## src/hw/rtl/imuf_pkg.sv

```systemverilog
// Shared types and constants of the IMU serial frame parser.
package imuf_pkg;

   localparam logic [7:0] HDR_BYTE  = 8'h55;
   localparam logic [7:0] TYPE_ACC  = 8'h51;
   localparam logic [7:0] TYPE_RATE = 8'h52;
   localparam logic [7:0] TYPE_ANG  = 8'h53;

   // byte positions: 0 = hunting, 1..9 = collecting, 10 = checksum byte next
   localparam logic [3:0] POS_LAST = 4'd10;
   // frame bytes 1..7 (type and three values) are the only ones kept
   localparam int STORE_DEPTH = 7;

   localparam logic [15:0] TIMEOUT_RESET = 16'd30;

   typedef enum logic [2:0] {
      STAT_CSUM_ERR = 3'd0,
      STAT_ACC      = 3'd1,
      STAT_RATE     = 3'd2,
      STAT_ANG      = 3'd3,
      STAT_OTHER    = 3'd4
   } frame_status_type;

   typedef struct packed {
      frame_status_type   frame_status;
      logic signed [15:0] roll_raw;
      logic signed [15:0] pitch_raw;
      logic signed [15:0] yaw_raw;
      logic signed [15:0] rate_x_raw;
      logic signed [15:0] rate_y_raw;
      logic signed [15:0] rate_z_raw;
      logic signed [15:0] acc_x_raw;
      logic signed [15:0] acc_y_raw;
      logic signed [15:0] acc_z_raw;
      logic [31:0]        sample_time_ms;
      logic [31:0]        sample_count;
   } imuf_rsp_type;

endpackage

```

## src/hw/rtl/imu_uart_frame_parser.sv

```systemverilog
// Top level of the IMU serial frame parser: stream ports, timeout register, word registers.
// Takes one received byte per word with its millisecond time, hunts for the 0x55 header,
// collects 11-byte frames and checks the 8-bit sum checksum; each finished frame yields one
// result word with a status code and the latched accel, rate and angle values (raw signed
// 16-bit), plus the time and count of angle samples. One byte is taken every cycle unless a
// checksum byte waits on a stalled result word; a result word is built from the checksum byte
// in the input register and held in the result register, and the checksum is kept as a running
// sum so each byte finishes in one pass. A partial frame is dropped once more than the timeout
// register's milliseconds have passed since its header.
module imu_uart_frame_parser (
   input  logic         clock,
   input  logic         reset,
   input  logic         req_tvalid,
   output logic         req_tready,
   input  logic [39:0]  req_tdata,   // rx_byte[7:0], now_ms[39:8]
   output logic         rsp_tvalid,
   input  logic         rsp_tready,
   // frame_status[2:0], roll_raw[18:3], pitch_raw[34:19], yaw_raw[50:35],
   // rate_x_raw[66:51], rate_y_raw[82:67], rate_z_raw[98:83], acc_x_raw[114:99],
   // acc_y_raw[130:115], acc_z_raw[146:131], sample_time_ms[178:147],
   // sample_count[210:179], zero[215:211]
   output logic [215:0] rsp_tdata,
   input  logic         csr_valid,
   output logic         csr_ready,
   input  logic [15:0]  csr_data     // frame_timeout_ms
);
   import imuf_pkg::*;

   logic        in_vld_ff, in_vld_in;
   logic [7:0]  in_byte_ff, in_byte_in;
   logic [31:0] in_now_ff, in_now_in;
   logic        out_vld_ff, out_vld_in;
   imuf_rsp_type out_ff, out_in;
   logic [15:0] timeout_ff, timeout_in;

   logic         req_acc;
   logic         out_free;
   logic         proc_go;
   logic         has_rsp;
   imuf_rsp_type rsp_next;

   imuf_parse u_parse (
      .clock      (clock),
      .reset      (reset),
      .go         (proc_go),
      .rx_byte    (in_byte_ff),
      .now_ms     (in_now_ff),
      .timeout_ms (timeout_ff),
      .has_rsp    (has_rsp),
      .rsp        (rsp_next)
   );

   assign out_free   = !out_vld_ff || rsp_tready;
   // a byte that ends no frame never waits on the result side
   assign proc_go    = in_vld_ff && (!has_rsp || out_free);
   assign req_tready = !in_vld_ff || proc_go;
   assign req_acc    = req_tvalid && req_tready;
   assign csr_ready  = 1'b1;

   always_comb begin
      in_vld_in  = in_vld_ff;
      in_byte_in = in_byte_ff;
      in_now_in  = in_now_ff;
      if (req_acc) begin
         in_vld_in  = 1'b1;
         in_byte_in = req_tdata[7:0];
         in_now_in  = req_tdata[39:8];
      end else if (proc_go) begin
         in_vld_in = 1'b0;
      end

      out_vld_in = out_vld_ff;
      out_in     = out_ff;
      if (proc_go && has_rsp) begin
         out_vld_in = 1'b1;
         out_in     = rsp_next;
      end else if (rsp_tready) begin
         out_vld_in = 1'b0;
      end

      timeout_in = timeout_ff;
      if (csr_valid && csr_ready) begin
         timeout_in = csr_data;
      end
   end

   always_ff @(posedge clock) begin
      if (reset) begin
         in_vld_ff  <= 1'b0;
         out_vld_ff <= 1'b0;
         timeout_ff <= TIMEOUT_RESET;
      end else begin
         in_vld_ff  <= in_vld_in;
         out_vld_ff <= out_vld_in;
         timeout_ff <= timeout_in;
      end
   end

   always_ff @(posedge clock) begin
      in_byte_ff <= in_byte_in;
      in_now_ff  <= in_now_in;
      out_ff     <= out_in;
   end

   assign rsp_tvalid = out_vld_ff;
   assign rsp_tdata  = {5'd0,
                        out_ff.sample_count,
                        out_ff.sample_time_ms,
                        out_ff.acc_z_raw,
                        out_ff.acc_y_raw,
                        out_ff.acc_x_raw,
                        out_ff.rate_z_raw,
                        out_ff.rate_y_raw,
                        out_ff.rate_x_raw,
                        out_ff.yaw_raw,
                        out_ff.pitch_raw,
                        out_ff.roll_raw,
                        out_ff.frame_status};

endmodule

```

## src/hw/rtl/imuf_parse.sv

```systemverilog
// Frame hunting, checksum, timeout and value latches of the IMU frame parser.
module imuf_parse (
   input  logic                 clock,
   input  logic                 reset,
   input  logic                 go,
   input  logic [7:0]           rx_byte,
   input  logic [31:0]          now_ms,
   input  logic [15:0]          timeout_ms,
   output logic                 has_rsp,
   output imuf_pkg::imuf_rsp_type rsp
);
   import imuf_pkg::*;

   logic [3:0]  pos_ff, pos_in;
   logic [7:0]  sum_ff, sum_in;
   logic [7:0]  frame_ff [STORE_DEPTH];
   logic [7:0]  frame_in [STORE_DEPTH];
   logic [31:0] hdr_time_ff, hdr_time_in;
   logic [15:0] acc_ff [3];
   logic [15:0] acc_in [3];
   logic [15:0] rate_ff [3];
   logic [15:0] rate_in [3];
   logic [15:0] ang_ff [3];
   logic [15:0] ang_in [3];
   logic [31:0] stime_ff, stime_in;
   logic [31:0] scount_ff, scount_in;

   logic [31:0] elapsed;
   logic        expired;
   logic [3:0]  pos_eff;
   logic        is_hdr;
   logic        csum_ok;
   logic [15:0] triplet [3];
   frame_status_type status;

   // elapsed time wraps like the millisecond counter
   assign elapsed = now_ms - hdr_time_ff;
   assign expired = (pos_ff != 4'd0) && (elapsed > {16'd0, timeout_ms});
   assign pos_eff = expired ? 4'd0 : pos_ff;
   assign is_hdr  = (rx_byte == HDR_BYTE);
   assign csum_ok = (sum_ff == rx_byte);
   assign has_rsp = (pos_eff == POS_LAST);

   always_comb begin
      for (int k = 0; k < 3; k++) begin
         triplet[k] = {frame_ff[2*k+2], frame_ff[2*k+1]};
      end
   end

   always_comb begin
      pos_in      = pos_ff;
      sum_in      = sum_ff;
      frame_in    = frame_ff;
      hdr_time_in = hdr_time_ff;
      acc_in      = acc_ff;
      rate_in     = rate_ff;
      ang_in      = ang_ff;
      stime_in    = stime_ff;
      scount_in   = scount_ff;
      status      = STAT_OTHER;

      if (pos_eff == 4'd0) begin
         pos_in = 4'd0;
         if (is_hdr) begin
            pos_in      = 4'd1;
            sum_in      = rx_byte;
            hdr_time_in = now_ms;
         end
      end else if (pos_eff < POS_LAST) begin
         for (int j = 0; j < STORE_DEPTH; j++) begin
            if (pos_eff == 4'(j + 1)) begin
               frame_in[j] = rx_byte;
            end
         end
         sum_in = sum_ff + rx_byte;
         pos_in = pos_eff + 4'd1;
      end else begin
         pos_in = 4'd0;
         if (!csum_ok) begin
            status = STAT_CSUM_ERR;
            // a bad checksum byte that looks like a header opens a new frame
            if (is_hdr) begin
               pos_in      = 4'd1;
               sum_in      = rx_byte;
               hdr_time_in = now_ms;
            end
         end else begin
            case (frame_ff[0])
               TYPE_ACC: begin
                  acc_in = triplet;
                  status = STAT_ACC;
               end
               TYPE_RATE: begin
                  rate_in = triplet;
                  status  = STAT_RATE;
               end
               TYPE_ANG: begin
                  ang_in    = triplet;
                  stime_in  = now_ms;
                  scount_in = scount_ff + 32'd1;
                  status    = STAT_ANG;
               end
               default: begin
                  status = STAT_OTHER;
               end
            endcase
         end
      end
   end

   always_comb begin
      rsp.frame_status   = status;
      rsp.roll_raw       = ang_in[0];
      rsp.pitch_raw      = ang_in[1];
      rsp.yaw_raw        = ang_in[2];
      rsp.rate_x_raw     = rate_in[0];
      rsp.rate_y_raw     = rate_in[1];
      rsp.rate_z_raw     = rate_in[2];
      rsp.acc_x_raw      = acc_in[0];
      rsp.acc_y_raw      = acc_in[1];
      rsp.acc_z_raw      = acc_in[2];
      rsp.sample_time_ms = stime_in;
      rsp.sample_count   = scount_in;
   end

   always_ff @(posedge clock) begin
      if (reset) begin
         pos_ff      <= 4'd0;
         sum_ff      <= 8'd0;
         hdr_time_ff <= 32'd0;
         acc_ff      <= '{default: 16'd0};
         rate_ff     <= '{default: 16'd0};
         ang_ff      <= '{default: 16'd0};
         stime_ff    <= 32'd0;
         scount_ff   <= 32'd0;
      end else if (go) begin
         pos_ff      <= pos_in;
         sum_ff      <= sum_in;
         hdr_time_ff <= hdr_time_in;
         acc_ff      <= acc_in;
         rate_ff     <= rate_in;
         ang_ff      <= ang_in;
         stime_ff    <= stime_in;
         scount_ff   <= scount_in;
      end
   end

   // frame bytes are always written before they are read
   always_ff @(posedge clock) begin
      if (go) begin
         frame_ff <= frame_in;
      end
   end

endmodule

```

## config.mk

```make
export PLATFORM = sky130hd
export DESIGN_NAME = imu_uart_frame_parser
export DESIGN_NICKNAME = d
export VERILOG_FILES = /design/src/hw/rtl/imuf_pkg.sv /design/src/hw/rtl/imu_uart_frame_parser.sv /design/src/hw/rtl/imuf_parse.sv
export SDC_FILE = /design/constraint.sdc
export NUM_CORES = 1
export LEC_CHECK = 0
export BUFFER_PORTS_ARGS = -buffer_cell sky130_fd_sc_hd__buf_2
export CELL_PAD_IN_SITES_DETAIL_PLACEMENT = 1
export CELL_PAD_IN_SITES_GLOBAL_PLACEMENT = 2
export CORE_UTILIZATION = 30
export CTS_CLUSTER_SIZE = 25
export DETAILED_ROUTE_END_ITERATION = 6
export PLACE_DENSITY_LB_ADDON = 0.05
export SETUP_SLACK_MARGIN = 0.02
export SLEW_MARGIN = 5
export SYNTH_ARGS = -nofsm -noshare
export SYNTH_HDL_FRONTEND = slang
export SYNTH_SLANG_ARGS = --single-unit
```

## constraint.sdc

```tcl
create_clock -name clock -period 14 [get_ports clock]
set_clock_uncertainty 0.15 [all_clocks]
set_input_delay 2.8 -clock clock [delete_from_list [all_inputs] [get_ports clock]]
set_output_delay 2.8 -clock clock [all_outputs]
set_load 0.02 [all_outputs]
```

# [After elaboration in Yosys (flattened, before gate mapping)]
# Index checks and enable logic that the tools add are counted.
[totals] elab_cells=127 input_bits=61 register_bits=577 output_inout_bits=219
[op_classes] add_sub_neg=4 magnitude_cmp=2 bitwise=2 reduce_logical=25 muxes=39 eq_ne=16
[op_table] cell="48-bit 2-to-1 mux" count=12
[op_table] cell="32-bit 2-to-1 mux" count=12
[op_table] cell="32-bit by 1-bit adder with 32-bit output, second input constant" count=1
[op_table] cell="8-bit by 7-bit == test with 1-bit output, second input constant" count=4
[op_table] cell="32-bit by 16-bit > comparator with 1-bit output" count=1
[op_table] cell="8-bit 2-to-1 mux" count=4
[op_table] cell="32-bit subtractor" count=1
[op_table] cell="4-bit AND reduction" count=7
[op_table] cell="4-bit by 3-bit == test with 1-bit output, second input constant" count=4
[op_table] cell="4-bit 2-to-1 mux" count=3
[op_table] cell="3-bit case mux with 3 select lines" count=1
[op_table] cell="8-bit adder" count=1
[op_table] cell="4-bit by 2-bit == test with 1-bit output, second input constant" count=2
[op_table] cell="8-bit == test" count=1
[op_table] cell="1-bit 2-to-1 mux" count=6
[op_table] cell="4-bit by 1-bit adder with 4-bit output, second input constant" count=1
[op_table] cell="4-bit by 1-bit == test with 1-bit output, second input constant" count=1
[op_table] cell="4-bit == test, second input constant" count=1
[op_table] cell="1-bit logical AND" count=4
[op_table] cell="4-bit zero test" count=1
[op_table] cell="4-bit < comparator, second input constant" count=1
[op_table] cell="2-bit nonzero test" count=2
[op_table] cell="4-bit nonzero test" count=1
[op_table] cell="1-bit zero test" count=3
[op_table] cell="10 further kinds" count=13

# [Longest topological paths before layout]
# Gate-level depths: netlist (run 1).
[depth] word_depth=11 ltp_mapped=30 depth_no_buf=27

# [Cells and area by module]
# A second synthesis (run 1) with hierarchy kept.
[hier_totals] cells_unflattened=2447 hier_area_um2=25502.0
[modules_own_cells] module="imuf_parse" area_each_um2=17224.0 instances=1 cells_per_inst=2124 seq_area_each_um2=6726.5
[modules_own_cells] module="imu_uart_frame_parser" area_each_um2=8277.9 instances=1 cells_per_inst=323 seq_area_each_um2=7897.6

# [Least setup slack after synthesis (run 1)]
# Ideal clock, no wire load.
[synth_path] kind="reg-to-reg" from="reg in_now_ff[0]" to="reg out_ff (netlist bit rsp_tdata[0]) (enable)" setup_slack_ps=3899 t_required_ps=13288 synth_period_minus_slack_ps=10101 arrival_ps=9389 setup_time_ps=562 path_stages_with_launch=29 path_buffers=1 path_cell_list="edfxtp_1 -> inv_1 -> ha_1 -> fa_1 -> nand2b_1 -> a21oi_2 -> o211ai_2 -> a211oi_1 -> nor2_1 -> xnor2_1 -> ha_1 -> and4_1 -> and3_1 -> a221oi_1 -> o211ai_1 -> o21a_1 -> nor4_1 -> nand3_1 -> nor4_1 -> nand2_1 -> ha_1 -> inv_1 -> nor3_1 -> nand2b_1 -> or3_1 -> o21a_1 -> clkbuf_1 -> nand3_1 -> inv_1"
[synth_via] elab_chain_cells=9
[synth_lines] element="from (decl)" line="imu_uart_frame_parser.sv:31" text="logic [31:0] in_now_ff, in_now_in;"
[synth_lines] element="from (signal assigned)" line="imu_uart_frame_parser.sv:101" text="in_now_ff <= in_now_in;"
[synth_lines] element="32-bit subtractor *" line="imuf_parse.sv:37" text="assign elapsed = now_ms - hdr_time_ff;"
[synth_lines] element="32-bit by 16-bit > comparator with 1-bit output *" line="imuf_parse.sv:38" text="assign expired = (pos_ff != 4'd0) && (elapsed > {16'd0, timeout_ms});"
[synth_lines] element="1-bit logical AND *" line="imuf_parse.sv:38"
[synth_lines] element="4-bit 2-to-1 mux *" line="imuf_parse.sv:39" text="assign pos_eff = expired ? 4'd0 : pos_ff;"
[synth_lines] element="4-bit == test *" line="imuf_parse.sv:42" text="assign has_rsp = (pos_eff == POS_LAST);"
[synth_lines] element="1-bit zero test" line="imu_uart_frame_parser.sv:55" text="assign proc_go = in_vld_ff && (!has_rsp || out_free);"
[synth_lines] element="1-bit logical OR" line="imu_uart_frame_parser.sv:55"
[synth_lines] element="1-bit logical AND" line="imu_uart_frame_parser.sv:55"
[synth_lines] element="1-bit logical AND *" line="imu_uart_frame_parser.sv:74" text="if (proc_go && has_rsp) begin"
[synth_lines] element="to (signal assigned)" line="imu_uart_frame_parser.sv:102" text="out_ff <= out_in;"
[synth_lines] element="to (decl)" line="imu_uart_frame_parser.sv:33" text="imuf_rsp_type out_ff, out_in;"
# Mark *: on every way between the ends. The rest lies on a longest branch, timed or not.
# A chain may end at the register's enable or synchronous reset.

# [Worst setup path in the final report (run 1)]
[layout_path] from="reg in_now_ff[0]" to="out req_tready"
[layout_via] elab_chain_cells=9
[layout_lines] element="32-bit subtractor" line="imuf_parse.sv:37"
[layout_lines] element="32-bit by 16-bit > comparator with 1-bit output" line="imuf_parse.sv:38"
[layout_lines] element="1-bit logical AND" line="imuf_parse.sv:38"
[layout_lines] element="4-bit 2-to-1 mux" line="imuf_parse.sv:39"
[layout_lines] element="4-bit == test" line="imuf_parse.sv:42"
[layout_lines] element="1-bit zero test" line="imu_uart_frame_parser.sv:55"
[layout_lines] element="1-bit logical OR" line="imu_uart_frame_parser.sv:55"
[layout_lines] element="1-bit logical AND" line="imu_uart_frame_parser.sv:55"
[layout_lines] element="1-bit logical OR" line="imu_uart_frame_parser.sv:56" text="assign req_tready = !in_vld_ff || proc_go;"
[layout_lines] element="to (decl)" line="imu_uart_frame_parser.sv:14" text="output logic req_tready,"
# Every way passes these cells.

==> reports/summary.txt, run 1 <==
STA
----------------------------------------------------------------------------------------
Hold Fails Final Rpt ......................................................            0
Slew of the pin with the lowest slew margin ...............................      1110 ps
Final setup slack of the worst path .......................................      4540 ps
Peak clock frequency supported by timing ..................................    0.106 GHz
Minimum clock period after layout .........................................      9460 ps
Number of setup violations in the final report ............................            0
Rel. slew slack ...........................................................        26.3%
Final setup TNS ...........................................................         0 ps
Portion of the clock cycle consumed by the worst path in the final layout .        67.6%
RSZ-0062 raised after global routing ......................................           no
Pins Over Slew Limit ......................................................            0

CLOCK TREE
----------------------------------------------------------------------------------------
Clk slew on worst S/H paths ...............................................        60 ps
Clock network latency to the later pin of the worst-skew pair .............       610 ps
Level count of the clock H-tree ...........................................            3
Clock buffers created by TritonCTS ........................................           69
Root Buffer Master ........................................................ sky130_fd_sc_hd__clkbuf_16
Post-CTS repair timing setup buffer count .................................            0
Deepest clock path buffer count ...........................................            3
Count of cells resized by post-cts repair .................................            0
TritonCTS sink count ......................................................          577
TritonCTS clock tree ......................................................          yes
Hold Buf Count CTS ........................................................            0

WORST SETUP PATH
----------------------------------------------------------------------------------------
Critical path's largest stage delay .......................................       650 ps
Slowest-stage cell, CP .................................................... sky130_fd_sc_hd__nor4_1
Data arrival time of the critical path ....................................      6510 ps
R2R Setup Slk .............................................................      5690 ps
Crit Reg-Reg Endpoint ..................................................... rsp_tdata[85]
Crit. Startpoint .......................................................... in_now_ff[0]
Crit Path Max Fanout ......................................................            8
Worst Reg2Reg Path Length in Cells ........................................           30
Req. time, crit path ......................................................    11,050 ps
Endpoint of the worst setup timing path ...................................   req_tready
Reg2Reg Launch Point ...................................................... in_now_ff[0]
Kind of start point of the critical path ..................................         flop
Cell type with the highest occurrence count on the critical path .......... sky130_fd_sc_hd__ha_1
Category of the most critical setup path ..................................   reg -> out
Crit. End Element ......................................................... primary output

PWR
----------------------------------------------------------------------------------------
Reg power frac ............................................................        47.8%
Largest voltage drop on the vdd net .......................................  0.0000785 V
Proportion of total power due to net switching ............................        23.6%
Total internal power ......................................................    0.00292 W
Power share of the clock group ............................................        46.4%
Sw power ..................................................................   0.000905 W
Combinational fraction of design power ....................................         5.8%
PwrDens ...................................................................  128 nW/um^2
Static Leakage ............................................................      12.5 nW

LOGIC SYNTHESIS
----------------------------------------------------------------------------------------
Cell area after synthesis ................................................. 25,300 sq um
Yosys warning total .......................................................            0
Largest cells by area after synthesis ..................................... sky130_fd_sc_hd__edfxtp_1 (36%), sky130_fd_sc_hd__dfxtp_1 (21%), sky130_fd_sc_hd__nand2_1 (7.6%)
Distinct cell type count after synthesis ..................................           80
Most repeated cell in the gate-level netlist after synthesis .............. sky130_fd_sc_hd__nand2_1
Number of synthesized flops with an enable pin ............................          307
Average instance area after synthesis .....................................   10.9 sq um
Most instantiated cells after synthesis ................................... sky130_fd_sc_hd__nand2_1 (513), sky130_fd_sc_hd__edfxtp_1 (307), sky130_fd_sc_hd__dfxtp_1 (270), sky130_fd_sc_hd__mux2i_1 (141), sky130_fd_sc_hd__o21ai_0 (120)
Yosys top cell area share .................................................        36.4%
FF+latch count, synth .....................................................          577
Part of the Yosys area used for sequential elements .......................        57.7%
Number of standard cells after synthesis ..................................        2,331
Post-synth top flop ....................................................... sky130_fd_sc_hd__edfxtp_1
Post-synth top area cell .................................................. sky130_fd_sc_hd__edfxtp_1
Proportion of synthesized flip-flops having asynchronous set or reset .....           0%

PLACE
----------------------------------------------------------------------------------------
Placement-stage worst setup slack .........................................      5080 ps
RePlAce Congestion ........................................................        0.771
Post-detail-place hpwl ....................................................    51,100 um
Dpl cells .................................................................        3,578
Count of input and output buffers .........................................          273

DIE
----------------------------------------------------------------------------------------
Initial Utilization .......................................................        30.3%
I/O pin count .............................................................          280
Die height ................................................................       293 um
DIE WIDTH .................................................................       293 um
Site Rows .................................................................          106
Standard cell core area ................................................... 83,600 sq um
Die area .................................................................. 85,600 sq um

GLOBAL ROUTE
----------------------------------------------------------------------------------------
Sum of overflow across all layers after global routing ....................            0
Via count of the first global-routing pass ................................       19,000
GR Util All Layers ........................................................        17.7%
Antenna violations before repair ..........................................            3
Wire length of the first global-routing pass ..............................   117,000 um
Maximum number of pins on one net before global-route repair ..............          137

LAYOUT
----------------------------------------------------------------------------------------
Antenna diode count .......................................................            0
Relative area change from synthesis to final layout .......................        18.3%
Non-filler instance count after layout ....................................        3,705
Net count, final ..........................................................        2,691
Fraction of final layout cells sized beyond drive strength 1 ..............        20.2%

ROUTING
----------------------------------------------------------------------------------------
Routed vias ...............................................................       18,200
Drt wl/cell ...............................................................      20.7 um
1st-iter DRT viols ........................................................          718
DRT antenna net count .....................................................            0
Post-route DRC ............................................................            0
1st-pass router iterations ................................................            4
Sum of routed wire length over all layers .................................    76,700 um
Vias per std cell .........................................................         4.90

FLOW RUN
----------------------------------------------------------------------------------------
MaxCap Viol Count .........................................................            0

WORST HOLD PATH
----------------------------------------------------------------------------------------
Class of the tightest hold or removal check ...............................   reg -> reg
Cell depth of the worst hold path .........................................            2

RUN STATUS
----------------------------------------------------------------------------------------
Status .................................................................... finished clean

-- metal layers --
metal	part of all wire, %	track usage [%]
met5	0.033	0
met4	1.8	4.55
met3	3.2	2.67
met2	49	30.4
met1	46	23.3
-- cells in the final DEF, fill, tap and decap left out, types with 8 or more instances in the layout --
| cell | synthesis | routed |
|---|---|---|
| sky130_fd_sc_hd__mux2i_1 | 141 | 141 |
| sky130_fd_sc_hd__xor2_1 | 31 | 31 |
| sky130_fd_sc_hd__a21o_1 | 15 | 15 |
| sky130_fd_sc_hd__nand4_1 | 13 | 13 |
| sky130_fd_sc_hd__xnor2_1 | 29 | 29 |
| sky130_fd_sc_hd__and2_1 | 12 | 12 |
| sky130_fd_sc_hd__clkinv_1 | 0 | 11 |
| sky130_fd_sc_hd__or3_1 | 18 | 18 |
| sky130_fd_sc_hd__clkbuf_1 | 94 | 19 |
| sky130_fd_sc_hd__a21oi_1 | 68 | 68 |
| sky130_fd_sc_hd__nand3_1 | 45 | 43 |
| sky130_fd_sc_hd__nor2b_1 | 13 | 13 |
| sky130_fd_sc_hd__clkinv_2 | 0 | 9 |
| sky130_fd_sc_hd__mux2_2 | 93 | 93 |
| sky130_fd_sc_hd__nand2_1 | 513 | 512 |
| sky130_fd_sc_hd__o21ai_0 | 120 | 120 |
| sky130_fd_sc_hd__ha_1 | 59 | 59 |
| sky130_fd_sc_hd__nor2_1 | 85 | 85 |
| sky130_fd_sc_hd__buf_4 | 11 | 23 |
| sky130_fd_sc_hd__buf_2 | 22 | 273 |
| sky130_fd_sc_hd__dfxtp_1 | 270 | 270 |
| sky130_fd_sc_hd__nor4_1 | 9 | 8 |
| sky130_fd_sc_hd__nor3_1 | 20 | 19 |
| sky130_fd_sc_hd__or2_2 | 9 | 9 |
| sky130_fd_sc_hd__or4_1 | 9 | 8 |
| sky130_fd_sc_hd__mux2_1 | 12 | 12 |
| sky130_fd_sc_hd__a31oi_1 | 86 | 85 |
| sky130_fd_sc_hd__inv_1 | 80 | 78 |
| sky130_fd_sc_hd__edfxtp_1 | 307 | 307 |
| sky130_fd_sc_hd__clkbuf_16 | 0 | 69 |
| sky130_fd_sc_hd__and3_1 | 13 | 13 |
| sky130_fd_sc_hd__o211ai_1 | 10 | 10 |
-- through the flow --
step | hold WS, ps | util (%) | power, W | cell area [sq um]
after global placement | 292 | 33.2 | 0.00209 | 27700
after floorplan | 285 | - | 0.00201 | 25300
final | 307 | 35.9 | 0.00383 | 30000
after CTS | 311 | 35.9 | 0.00390 | 30000
after detailed placement | 300 | 33.2 | 0.00209 | 27700
after global routing | 327 | 35.9 | 0.00399 | 30000
-- registers in the layout, indices dropped and copies added (netlist names), 4 cells and up --
| name | flops |
|---|---|
| u_parse.pos_ff | 4 |
| in_now_ff | 32 |
| u_parse.acc_ff | 48 |
| u_parse.ang_ff | 48 |
| u_parse.frame_ff | 56 |
| rsp_tdata | 211 |
| u_parse.sum_ff | 8 |
| u_parse.scount_ff | 32 |
| u_parse.stime_ff | 32 |
| u_parse.rate_ff | 48 |
| in_byte_ff | 8 |
| timeout_ff | 16 |
| u_parse.hdr_time_ff | 32 |
-- kinds of logic after synthesis --
group           count (synthesis)  synth area share [%]
mux                           246                  10.2
other cells                     2                0.0297
simple gates                  784                  13.4
compound gates                388                  9.87
xor+xnor                       60                  2.08
buf+inv                       213                  3.55
fa+ha+maj                      61                  3.07
flops                         577                  57.7
-- cell type report --
| type | count | area (sq um) |
|---|---|---|
| Inverter | 80 | 315 |
| Multi-Input combinational cell | 1545 | 9890 |
| Clock inverter | 34 | 369 |
| Clock buffer | 93 | 1870 |
| Sequential cell | 577 | 14600 |
| Fill cell | 9204 | 53600 |
| Tap cell | 1080 | 1350 |
| Timing Repair Buffer | 296 | 1540 |
-- critical path: cells and delay by family (launching register included) --
kind,cells,cell delay [ps]
compound gates,6,1320
flops,1,380
simple gates,10,2330
xor+xnor,1,230
fa+ha+maj,4,1090
buf+inv,4,570
-- power by group through the flow --
stage	Sequential [W]	Combinational (W)	Clock, W
final	0.00183	0.000221	0.00178
after detailed placement	0.00187	0.000225	0
after global routing	0.00183	0.000252	0.00191
after global placement	0.00186	0.000222	0
after CTS	0.00183	0.000227	0.00184
after floorplan	0.00185	0.000156	0
-- how the worst min path moves through the flow --
stage / from / end / slack [ps]
after floorplan: u_parse.hdr_time_ff[10] / u_parse.hdr_time_ff[10] / 280
after global placement: u_parse.hdr_time_ff[25] / u_parse.hdr_time_ff[25] / 290
after detailed placement: u_parse.hdr_time_ff[27] / u_parse.hdr_time_ff[27] / 300
after CTS: u_parse.acc_ff[14] / u_parse.acc_ff[14] / 310
after global routing: u_parse.rate_ff[21] / u_parse.rate_ff[21] / 330
final: u_parse.hdr_time_ff[26] / u_parse.hdr_time_ff[26] / 310
Note: power is estimated with default switching activity, not from simulation.
==> inputs of run 2 (changes only) <==
clock period = 7.8 ns   (was 14 ns; I/O delays follow)
==> reports/summary.txt, run 2 (synthesis results as in run 1) <==
LAYOUT
----------------------------------------------------------------------------------------
Flip-flop and latch area .................................................. 14,600 sq um
Most common library cell in the layout ignoring fill and taps ............. sky130_fd_sc_hd__nand2_1
Net count, final ..........................................................        2,701
Fraction of final layout cells sized beyond drive strength 1 ..............        21.4%
Max reg flops .............................................................          211
Relative area change from synthesis to final layout .......................        19.6%
Highest-count cells in the layout ignoring fill and taps .................. sky130_fd_sc_hd__nand2_1 (512), sky130_fd_sc_hd__edfxtp_1 (307), sky130_fd_sc_hd__buf_2 (272)
Total of fill cells in the finished design ................................        9,152
Multi-input gate area in the final layout ................................. 10,100 sq um
Share of the core filled with cells .......................................        36.2%

ROUTING
----------------------------------------------------------------------------------------
Vias per std cell .........................................................         4.94
Sum of routed wire length over all layers .................................    77,800 um
DRT antenna net count .....................................................            0
Post-route DRC ............................................................            0
1st-pass router iterations ................................................            5
Drt wl/cell ...............................................................      20.9 um
1st-iter DRT viols ........................................................          786
Routed vias ...............................................................       18,400

DIE
----------------------------------------------------------------------------------------
I/O pin count .............................................................          280
Standard cell core area ................................................... 83,600 sq um
Die area .................................................................. 85,600 sq um
Die height ................................................................       293 um
Initial Utilization .......................................................        30.3%
Site Rows .................................................................          106
DIE WIDTH .................................................................       293 um

STA
----------------------------------------------------------------------------------------
Slew of the pin with the lowest slew margin ...............................      1110 ps
Number of setup violations in the final report ............................            0
Portion of the clock cycle consumed by the worst path in the final layout .        93.8%
Pins Over Slew Limit ......................................................            0
Rel. slew slack ...........................................................        25.4%
Worst hold-check slack ....................................................       307 ps
RSZ-0062 raised after global routing ......................................           no
Final setup TNS ...........................................................         0 ps
Hold Fails Final Rpt ......................................................            0
Peak clock frequency supported by timing ..................................    0.137 GHz
Minimum clock period after layout .........................................      7320 ps
Final setup slack of the worst path .......................................       482 ps

WORST SETUP PATH
----------------------------------------------------------------------------------------
Crit Path Max Fanout ......................................................            8
Req. time, crit path ......................................................      6090 ps
R2R Setup Slk .............................................................       710 ps
Category of the most critical setup path ..................................   reg -> out
Worst Reg2Reg Path Length in Cells ........................................           29
Kind of start point of the critical path ..................................         flop
Crit. End Element ......................................................... primary output
Data arrival time of the critical path ....................................      5610 ps

GLOBAL ROUTE
----------------------------------------------------------------------------------------
Antenna violations before repair ..........................................            3
Sum of overflow across all layers after global routing ....................            0
Wire length of the first global-routing pass ..............................   118,000 um
GR Util All Layers ........................................................        18.0%
Maximum number of pins on one net before global-route repair ..............          170
Via count of the first global-routing pass ................................       19,300

CLOCK TREE
----------------------------------------------------------------------------------------
Level count of the clock H-tree ...........................................            3
Hold Buf Count CTS ........................................................            0
Root Buffer Master ........................................................ sky130_fd_sc_hd__clkbuf_16
Clock buffers created by TritonCTS ........................................           70
Clk slew on worst S/H paths ...............................................        60 ps
TritonCTS clock tree ......................................................          yes
TritonCTS sink count ......................................................          577
Clock network latency to the later pin of the worst-skew pair .............       610 ps
Deepest clock path buffer count ...........................................            3

PWR
----------------------------------------------------------------------------------------
PwrDens ...................................................................  227 nW/um^2
Largest voltage drop on the vdd net .......................................   0.000142 V
Sw power ..................................................................    0.00165 W
Static Leakage ............................................................      12.6 nW
Power share of the clock group ............................................        46.1%
Total internal power ......................................................    0.00522 W
Reg power frac ............................................................        47.7%
Proportion of total power due to net switching ............................        24.0%
Combinational fraction of design power ....................................         6.2%

PLACE
----------------------------------------------------------------------------------------
RePlAce Congestion ........................................................        0.777
Placement-stage worst setup slack .........................................       622 ps
Post-detail-place hpwl ....................................................    52,100 um
Count of input and output buffers .........................................          273

WORST HOLD PATH
----------------------------------------------------------------------------------------
Cell depth of the worst hold path .........................................            2
Class of the tightest hold or removal check ...............................   reg -> reg

FLOW RUN
----------------------------------------------------------------------------------------
MaxCap Viol Count .........................................................            0

RUN STATUS
----------------------------------------------------------------------------------------
Status .................................................................... finished clean

run 2: cell type report:
class                   instances  area share [%]
flip-flops and latches        577            48.3
multi-input cells            1545            33.2
clock buffers                  93            6.31
repair buffers                305            5.63
well taps                    1080            4.46
inverters                      80            1.03
clock inverters                35            1.02
diodes                          2          0.0165
run 2: path summary, 6_finish.rpt:
path	from	end
max	in_now_ff[0]	req_tready
min	u_parse.rate_ff[30]	u_parse.rate_ff[30]
max reg2reg	in_now_ff[0]	rsp_tdata[172]
min reg2reg	u_parse.rate_ff[30]	u_parse.rate_ff[30]
run 2: metal layers:
layer / vias up / global-route usage [%] / wire (um)
met2: 291 / 30.8 / 37800
met4: 0 / 4.71 / 1770
met3: 96 / 2.85 / 2380
met5: - / 0 / 0
met1: 9162 / 23.5 / 35800
li1: 8810 / - / -
run 2: stage by stage:
step	area, sq um	power, W	instances
5_1_grt	30300	0.00716	3715
6_report	30300	0.00687	3717
3_5_place_dp	28000	0.00377	3585
2_1_floorplan	25400	0.00361	2335
3_3_place_gp	28000	0.00375	3585
4_1_cts	30200	0.00700	3713
run 2: critical path: stages, from the launching register on:
cell	delay, ps
sky130_fd_sc_hd__edfxtp_1	380
sky130_fd_sc_hd__inv_1	60
sky130_fd_sc_hd__ha_2	200
sky130_fd_sc_hd__fa_2	360
sky130_fd_sc_hd__nand2b_4	170
sky130_fd_sc_hd__a21oi_4	190
sky130_fd_sc_hd__o211ai_2	120
sky130_fd_sc_hd__a211oi_2	260
sky130_fd_sc_hd__nor2_1	80
sky130_fd_sc_hd__xnor2_1	220
sky130_fd_sc_hd__ha_1	260
sky130_fd_sc_hd__and4_1	200
sky130_fd_sc_hd__and3_1	190
sky130_fd_sc_hd__a221oi_2	220
sky130_fd_sc_hd__o211ai_1	120
sky130_fd_sc_hd__o21a_2	180
sky130_fd_sc_hd__nor4_4	230
sky130_fd_sc_hd__nand3_2	150
sky130_fd_sc_hd__nor4_4	300
sky130_fd_sc_hd__buf_6	180
sky130_fd_sc_hd__and2_4	160
sky130_fd_sc_hd__ha_1	160
sky130_fd_sc_hd__inv_1	100
sky130_fd_sc_hd__nor4_4	190
sky130_fd_sc_hd__nand3_2	130
sky130_fd_sc_hd__buf_6	190
run 2: power groups by stage:
stage	clock network (W)	logic, W	registers [W]
floorplan	0	0.000287	0.00333
global placement	0	0.000416	0.00334
detailed placement	0	0.000425	0.00334
CTS	0.00329	0.000428	0.00328
global route	0.00340	0.000480	0.00328
finish	0.00317	0.000425	0.00328
run 2: repair_timing:
| action | in CTS | in global routing |
|---|---|---|
| pin swaps | 0 | 6 |
| buffers inserted | 0 | 2 |
| gates cloned | 0 | 0 |
| setup endpoints to repair | 1 | 1 |
| resized for setup | 1 | 18 |
==> inputs of run 3 (changes only) <==
CORE_MARGIN = 3   (was default)
PLACE_DENSITY_LB_ADDON = 0.1   (was 0.05)
SLEW_MARGIN = 20   (was 5)
==> reports/summary.txt, run 3 (synthesis results as in run 1) <==
STA
----------------------------------------------------------------------------------------
Number of setup violations in the final report ............................            0
Portion of the clock cycle consumed by the worst path in the final layout .        95.2%
Hold Fails Final Rpt ......................................................            0
Minimum clock period after layout .........................................      7420 ps
Pins Over Slew Limit ......................................................            0
Peak clock frequency supported by timing ..................................    0.135 GHz
Rel. slew slack ...........................................................        36.4%
Worst hold-check slack ....................................................       307 ps
Slew of the pin with the lowest slew margin ...............................       954 ps
Final setup slack of the worst path .......................................       376 ps

GLOBAL ROUTE
----------------------------------------------------------------------------------------
Met3 track demand over resource in global routing .........................        2.70%
Global routing met2 resource utilization ..................................        29.3%
Peak-usage layer in the global routing report .............................         met2
Wire length of the first global-routing pass ..............................   118,000 um
Sum of overflow across all layers after global routing ....................            0
Maximum number of pins on one net before global-route repair ..............          160
Antenna violations before repair ..........................................            0
Via count of the first global-routing pass ................................       19,400
Met1 track demand over resource in global routing .........................        23.2%
GR Util All Layers ........................................................        17.4%

DIE
----------------------------------------------------------------------------------------
DIE WIDTH .................................................................       297 um
Die height ................................................................       297 um
I/O pin count .............................................................          280
Standard cell core area ................................................... 82,900 sq um
Initial Utilization .......................................................        30.5%
Site Rows .................................................................          105
Die area .................................................................. 87,900 sq um

ROUTING
----------------------------------------------------------------------------------------
Drt wl/cell ...............................................................      20.6 um
Post-route DRC ............................................................            0
1st-pass router iterations ................................................            4
Sum of routed wire length over all layers .................................    77,200 um
DRT antenna net count .....................................................            0
Vias per std cell .........................................................         4.88
Routed vias ...............................................................       18,300
1st-iter DRT viols ........................................................          750

FLOW RUN
----------------------------------------------------------------------------------------
MaxCap Viol Count .........................................................            0

PLACE
----------------------------------------------------------------------------------------
Count of input and output buffers .........................................          273
Post-detail-place hpwl ....................................................    52,800 um
Placement-stage worst setup slack .........................................       558 ps
RePlAce Congestion ........................................................        0.794
Dpl cells .................................................................        3,623

WORST SETUP PATH
----------------------------------------------------------------------------------------
Crit-path cells ........................................................... ha_4, and3_4, nand3_1, a211o_1, nand3_1, a21oi_1, xnor2_1, ha_1, and4_1, and3_1, a221oi_2, o211ai_1, o21a_1, nor4_2, nand3_1, nor4_4, buf_6, and2_4, ha_1, inv_1, nor4_4, nand3_1, buf_4
Category of the most critical setup path ..................................   reg -> out
Crit Path Max Fanout ......................................................            8
Req. time, crit path ......................................................      6090 ps
Data arrival time of the critical path ....................................      5710 ps
Kind of start point of the critical path ..................................         flop
Critical path's largest stage delay .......................................       460 ps
R2R Setup Slk .............................................................       670 ps
Slowest-stage cell, CP .................................................... sky130_fd_sc_hd__edfxtp_1
Cell type with the highest occurrence count on the critical path .......... sky130_fd_sc_hd__nand3_1
Crit. End Element ......................................................... primary output

LAYOUT
----------------------------------------------------------------------------------------
Share of the core filled with cells .......................................        36.4%
Fraction of final layout cells sized beyond drive strength 1 ..............        20.9%
Highest-count cells in the layout ignoring fill and taps .................. sky130_fd_sc_hd__nand2_1 (512), sky130_fd_sc_hd__edfxtp_1 (307), sky130_fd_sc_hd__buf_2 (272)
Relative area change from synthesis to final layout .......................        19.3%
Non-filler instance count after layout ....................................        3,753
Most common library cell in the layout ignoring fill and taps ............. sky130_fd_sc_hd__nand2_1
Net count, final ..........................................................        2,697
Max reg flops .............................................................          211

WORST HOLD PATH
----------------------------------------------------------------------------------------
Class of the tightest hold or removal check ...............................   reg -> reg

CLOCK TREE
----------------------------------------------------------------------------------------
Level count of the clock H-tree ...........................................            3
Hold Buf Count CTS ........................................................            0
Clock network latency to the later pin of the worst-skew pair .............       600 ps
TritonCTS clock tree ......................................................          yes
Clk slew on worst S/H paths ...............................................        50 ps
Root Buffer Master ........................................................ sky130_fd_sc_hd__clkbuf_16
Deepest clock path buffer count ...........................................            3
TritonCTS sink count ......................................................          577
Clock buffers created by TritonCTS ........................................           69

PWR
----------------------------------------------------------------------------------------
Post-layout power .........................................................    0.00679 W
Static Leakage ............................................................      12.6 nW
Largest voltage drop on the vdd net .......................................   0.000125 V
PwrDens ...................................................................  225 nW/um^2

RUN STATUS
----------------------------------------------------------------------------------------
Status .................................................................... finished clean

-- run 3: cell count changes in the layout (fill, tap and decap cells not counted), sizes merged --
cell	previous run	this run
clkinv	27	19
clkbuf	93	100
buf	305	302
clkinvlp	4	1
diode	2	1
inv	81	82
-- run 3: final timing paths --
path,startpoint,endpoint,depth (start not counted)
hold reg to reg,u_parse.hdr_time_ff[26],u_parse.hdr_time_ff[26],2
setup / recovery,in_now_ff[7],req_tready,23
hold / removal,u_parse.hdr_time_ff[26],u_parse.hdr_time_ff[26],2
setup reg to reg,in_now_ff[7],u_parse.acc_ff[25],27
-- run 3: per-layer routing --
layer | routed length, um | share of wire (%)
met1 | 35500 | 46
met2 | 37100 | 48
met3 | 2990 | 3.9
met4 | 1570 | 2.0
met5 | 0 | 0
-- run 3: metrics by stage --
stage	area (sq um)	TNS (ps)
2_1_floorplan	25400	-204970
3_3_place_gp	27900	0
3_5_place_dp	27900	0
4_1_cts	30100	0
5_1_grt	30200	-25.0
6_report	30200	0
-- run 3: critical path: cells and delay by family, from the launching register on --
kind                       cells  cell delay (ps)
xor gates and xnor gates       1              230
AOI/OAI and AO/OA              5              950
DFF                            1              460
adders and majority gates      3              830
buffers and inverters          3              520
and+or+nand+nor               11             2130
-- run 3: layout make-up --
class / count / area (sq um)
Antenna cell: 1 / 2.50
Clock buffer: 100 / 1920
Clock inverter: 25 / 221
Fill cell: 9079 / 52700
Inverter: 80 / 312
Multi-Input combinational cell: 1545 / 10100
Sequential cell: 577 / 14600
Tap cell: 1123 / 1410
Timing Repair Buffer: 302 / 1650
-- run 3: repair_timing --
item                                    in CTS  in global routing
setup buffers                                0                  4
endpoints found under the setup margin       0                  2
resized for setup                            0                 16
-- run 3: report_power, final --
group	internal, W	switching (W)
logic	0.000147	0.000267
registers	0.00324	0.0000476
clock network	0.00182	0.00127
